==> src/iwt_pkg.sv <==
package iwt_pkg;

    localparam int MaxTargets = 16;
    localparam int IdxW = $clog2(MaxTargets);
    localparam int SizeW = $clog2(MaxTargets + 1);
    localparam int EdgeW = 16;
    localparam int BoxW = 4 * EdgeW;

    typedef enum logic [1:0] {
        MODE_BOX   = 2'd0,
        MODE_FRAME = 2'd1,
        MODE_CLEAR = 2'd2,
        MODE_NONE  = 2'd3
    } t_mode;

    localparam logic [1:0] CFG_CONF    = 2'd0;
    localparam logic [1:0] CFG_PERSIST = 2'd1;
    localparam logic [1:0] CFG_OVERLAP = 2'd2;

    // start/result signals between sequencer and iou unit
    typedef struct packed {
        logic            start;
        logic [BoxW-1:0] box_a;
        logic [BoxW-1:0] box_b;
        logic [8:0]      limit;
    } t_iou_req;

    typedef struct packed {
        logic done;
        logic hit;
    } t_iou_rsp;

endpackage

==> src/iwt_iou_unit.sv <==
module iwt_iou_unit (
    input  logic               i_clk,
    input  logic               i_rst_n,
    input  iwt_pkg::t_iou_req  i_req,
    output iwt_pkg::t_iou_rsp  o_rsp
);

    typedef enum logic [2:0] {
        S_IDLE, S_EDGE, S_MUL1, S_MUL2, S_SUM, S_CMP1, S_CMP2
    } t_state;

    t_state r_state;
    logic signed [17:0] r_w, r_h, r_aw, r_ah, r_bw, r_bh;
    logic               r_ovl;
    logic signed [36:0] r_inter, r_area_a, r_area_b, r_uni;
    logic signed [46:0] r_lhs, r_rhs;
    logic [8:0]         r_limit;
    logic               r_done, r_hit;

    logic signed [17:0] n_xl, n_yt, n_xr, n_yb;
    logic [15:0] a0, a1, a2, a3, b0, b1, b2, b3;

    assign {a3, a2, a1, a0} = i_req.box_a;
    assign {b3, b2, b1, b0} = i_req.box_b;

    always_comb begin
        n_xl = signed'({2'b00, (a0 > b0) ? a0 : b0});
        n_yt = signed'({2'b00, (a1 > b1) ? a1 : b1});
        n_xr = signed'({2'b00, (a2 < b2) ? a2 : b2});
        n_yb = signed'({2'b00, (a3 < b3) ? a3 : b3});
    end

    always_ff @(posedge i_clk) begin
        if (!i_rst_n) begin
            r_state <= S_IDLE;
            r_done  <= 1'b0;
            r_hit   <= 1'b0;
        end else begin
            r_done <= 1'b0;
            unique case (r_state)
                S_IDLE: begin
                    if (i_req.start) begin
                        r_w     <= n_xr - n_xl;
                        r_h     <= n_yb - n_yt;
                        r_ovl   <= (n_xr >= n_xl) && (n_yb >= n_yt);
                        r_aw    <= signed'({2'b00, a2}) - signed'({2'b00, a0});
                        r_ah    <= signed'({2'b00, a3}) - signed'({2'b00, a1});
                        r_bw    <= signed'({2'b00, b2}) - signed'({2'b00, b0});
                        r_bh    <= signed'({2'b00, b3}) - signed'({2'b00, b1});
                        r_limit <= i_req.limit;
                        r_state <= S_EDGE;
                    end
                end
                S_EDGE: begin
                    r_inter <= r_ovl ? 37'(r_w * r_h) : '0;
                    r_state <= S_MUL1;
                end
                S_MUL1: begin
                    r_area_a <= 37'(r_aw * r_ah);
                    r_state  <= S_MUL2;
                end
                S_MUL2: begin
                    r_area_b <= 37'(r_bw * r_bh);
                    r_state  <= S_SUM;
                end
                S_SUM: begin
                    r_uni   <= r_area_a + r_area_b - r_inter;
                    r_state <= S_CMP1;
                end
                S_CMP1: begin
                    r_lhs   <= 47'(r_inter) <<< 8;
                    r_rhs   <= 47'(signed'({1'b0, r_limit}) * r_uni);
                    r_state <= S_CMP2;
                end
                S_CMP2: begin
                    r_hit   <= (r_uni > 37'sd0) && (r_lhs >= r_rhs);
                    r_done  <= 1'b1;
                    r_state <= S_IDLE;
                end
                default: r_state <= S_IDLE;
            endcase
        end
    end

    assign o_rsp.done = r_done;
    assign o_rsp.hit  = r_hit;

endmodule

==> config.mk <==
export PLATFORM = sky130hd
export DESIGN_NAME = iwt_iou_unit
export DESIGN_NICKNAME = d
export VERILOG_FILES = /design/src/iwt_pkg.sv /design/src/iwt_iou_unit.sv
export SDC_FILE = /design/constraint.sdc
export NUM_CORES = 2
export LEC_CHECK = 0
export ABC_AREA = 0
export BUFFER_PORTS_ARGS = -buffer_cell sky130_fd_sc_hd__buf_2
export CORE_MARGIN = 4
export CORE_UTILIZATION = 40
export DETAILED_ROUTE_END_ITERATION = 16
export GPL_ROUTABILITY_DRIVEN = 0
export PLACE_DENSITY = 0.51
export SYNTH_ARGS = -nofsm -noshare
export SYNTH_HDL_FRONTEND = slang
export SYNTH_SLANG_ARGS = --single-unit
export TNS_END_PERCENT = 5
==> constraint.sdc <==
create_clock -name i_clk -period 25.1 [get_ports i_clk]
set_input_delay 5.02 -clock i_clk [delete_from_list [all_inputs] [get_ports i_clk]]
set_output_delay 5.02 -clock i_clk [all_outputs]
set_load 0.02 [all_outputs]
==> metrics.txt <==
Reg clk slew, reported paths 0.06 ns; CP Capture Type flop; Worst Hold End r_lhs[37]$_DFFE_PP_; row count 146; Finished Layout Cells 8851; status completed; Yosys reg bits 337; area grow syn2layout 7.00%; EDFF count, synth 332; Slew Limit Fails 0; Post-CTS Setup Repair Bufs 0; Remaining DRCs 0; Period minus WS final 9.77 ns; via count normalized by instance count just under 5; first-pass GRT wire length 278 mm; Buffers on Ports roughly 140; Yosys cell types 80; worst hold start r_inter[29]$_SDFFCE_PN0P_; ys flop type edfxtp_1; crit share post-route 38.9%; Detail Route Antenna Nets 0; crit path kind in -> reg; CTS sink count 337; vias 43800; Hold Buf Count CTS 0; HPWL after DPL 141 mm; Setup Skew 0.0490 ns; Worst-Skew Late Latency 0.63 ns; H-Tree Depth 2; required time of the critical path between 20 and 30 ns; Die Y 409 um; post-synthesis sequential area ratio 15.6%; Setup TNS Final 0 ns; DR WL/cell around 19 um; Worst slew margin 14.6%; TritonCTS clock tree built; syn_area_per_cell roughly 9.7 um2; total CTS buffers 46; Die X-Extent between 400 and 500 um; crit path DAT 10.08 ns; R2R setup slack approximately 17 ns; final hold violation count 0; RSZ-0062 raised after global routing no; core area 0.159 mm2; Clock Path Buffers 3; GRT overflow 0; gr usage total 21.2%; syn nets roughly 8600; Post-DP Area just under 0.07 mm2; Max Freq between 100 and 150 MHz; CTS resizes 0; placed insts 8764; vias in the first global route 48200; cell depth of the worst hold path 0; CTS root buf clkbuf_16; Initial Util 40.5%; Die ar. 0.167 mm2; largest net degree at the start of global routing 68; CP startpoint kind input port; DR pass1 iterations 5; crit-path max FO 3; Reg2Reg Depth 22; io pins 142; fin nets ~8600; final setup violation count 0; finished layout cell area 0.0689 mm2; DRT iter0 DRCs 2047; max-cap check violation count 0; initial antenna violation count 8; async set-reset flop share out of synthesis 0%; final WL around 170 mm; Ys Warns 0; RR Startpoint r_bh[8]$_DFFE_PP_; Gate Count Post-Synth 6640; Post-Syn Area about 0.064 mm2; layout cells sized above 1 4.79%; Reg2Reg Capture Point r_area_b[31]$_DFFE_PP_; Slew @ Worst Pin ~1.3 ns; worst hold path type reg -> reg
==> through the flow <==
step / setup WS, ns / hold WS (ns) / util (%)
floorplan: 7.61 / 0.433 / -
detailed placement: 14.77 / 0.488 / 42.3
global route: 14.89 / 0.520 / 43.3
finish: 15.33 / 0.495 / 43.3
global placement: 14.75 / 0.482 / 42.3
CTS: 15.43 / 0.503 / 43.3
==> cells in the mapped netlist (all sizes together) (62+ instances only) <==
cell type / count / area [um2]
xnor2: 180 / 1580
xor2: 62 / 543
inv: 1508 / 5660
a21oi: 183 / 927
edfxtp: 332 / 9970
clkbuf: 184 / 691
fa: 1197 / 24000
o21ai: 142 / 722
a21o: 112 / 841
nand2: 645 / 2420
ha: 587 / 7340
and2: 666 / 4170
nor2: 187 / 702
==> worst max-delay path: stages <==
cell	delay, ns
buf_2	0.12
inv_1	0.08
ha_1	0.31
nor2b_1	0.13
o21a_1	0.16
o21a_1	0.16
o21a_1	0.16
o21a_1	0.16
o21a_1	0.15
o21ai_0	0.13
a21boi_0	0.12
o21ai_2	0.16
mux2_2	0.36
ha_1	0.25
fa_1	0.49
nor2b_1	0.12
o21ai_0	0.10
a21boi_0	0.28
o21ai_0	0.17
a21boi_0	0.36
nor2_1	0.07
o21bai_1	0.19
nor4_1	0.09
o41ai_1	0.59
a31oi_1	0.16
==> how the worst max path moves through the flow <==
stage / end / startpoint / slack [ns]
2_1_floorplan: r_ah[0]$_DFFE_PP_ / i_rst_n / 7.61
3_3_place_gp: r_ovl$_DFFE_PP_ / i_req[18] / 14.75
3_5_place_dp: r_w[14]$_DFFE_PP_ / i_req[10] / 14.77
4_1_cts: r_h[16]$_DFFE_PP_ / i_req[26] / 15.43
5_1_grt: r_ovl$_DFFE_PP_ / i_req[10] / 14.89
6_report: r_h[16]$_DFFE_PP_ / i_req[26] / 15.33
==> cell usage in the layout, fill, tap and decap left out, drive strengths merged, types with 9 or more instances in the layout <==
cell     Yosys  routed
a211oi      30      30
or3         25      25
nor3        45      45
mux2        30      30
a21oi      183     183
nand4       38      38
nand3       40      40
o21ai      142     142
a31oi       21      21
a2111oi     11      11
inv       1508    1513
nor4        17      17
fa        1197    1197
o21a        35      35
nor2b       50      50
nand2      645     645
and3        26      26
xor2        62      62
mux2i       44      44
clkbuf     184      49
clkinv       0      20
nor2       187     187
a211o        9       9
xnor2      180     180
nand2b      57      57
o21bai      29      29
and2       666     666
ha         587     587
a21o       112     112
a21boi      21      21
edfxtp     332     332
buf         17     179
o211ai      13      13
==> cells by family after synthesis <==
family	share of synthesized area, %
AND/OR/NAND/NOR	14.3
adder cells (fa/ha/maj)	48.6
buffers and inverters	10.0
AO/OA/AOI/OAI	6.90
flip-flops	15.6
XOR/XNOR	3.29
multiplexers	1.21
==> area by class of cell <==
class / count / area (um2)
inverters: 1508 / 5660
diodes: 1 / 2.50
well taps: 2146 / 2690
flip-flops and latches: 337 / 10100
repair buffers: 179 / 991
clock buffers: 49 / 1160
clock inverters: 37 / 404
multi-input cells: 4594 / 47900
fillers: 15500 / 90200
==> flip-flops by register name, indices dropped and copies added, names as in the netlist <==
| name | flops |
|---|---|
| r_ah | 17 |
| r_area_a | 34 |
| r_area_b | 34 |
| r_aw | 17 |
| r_bh | 17 |
| r_bw | 17 |
| r_done | 1 |
| r_h | 17 |
| r_hit | 1 |
| r_inter | 34 |
| r_lhs | 34 |
| r_limit | 9 |
| r_ovl | 1 |
| r_rhs | 47 |
| r_state | 3 |
| r_uni | 37 |
| r_w | 17 |
==> layer usage <==
| layer | share of wire, % | track usage (%) |
|---|---|---|
| met1 | 47 | 29.6 |
| met2 | 47 | 35.5 |
| met3 | 4.0 | 2.16 |
| met4 | 2.6 | 4.94 |
| met5 | 0.020 | 0 |
Power is left out: the tool's default activity adds up to more than one toggle a clock period on the data nets, which glitch-free logic cannot reach.
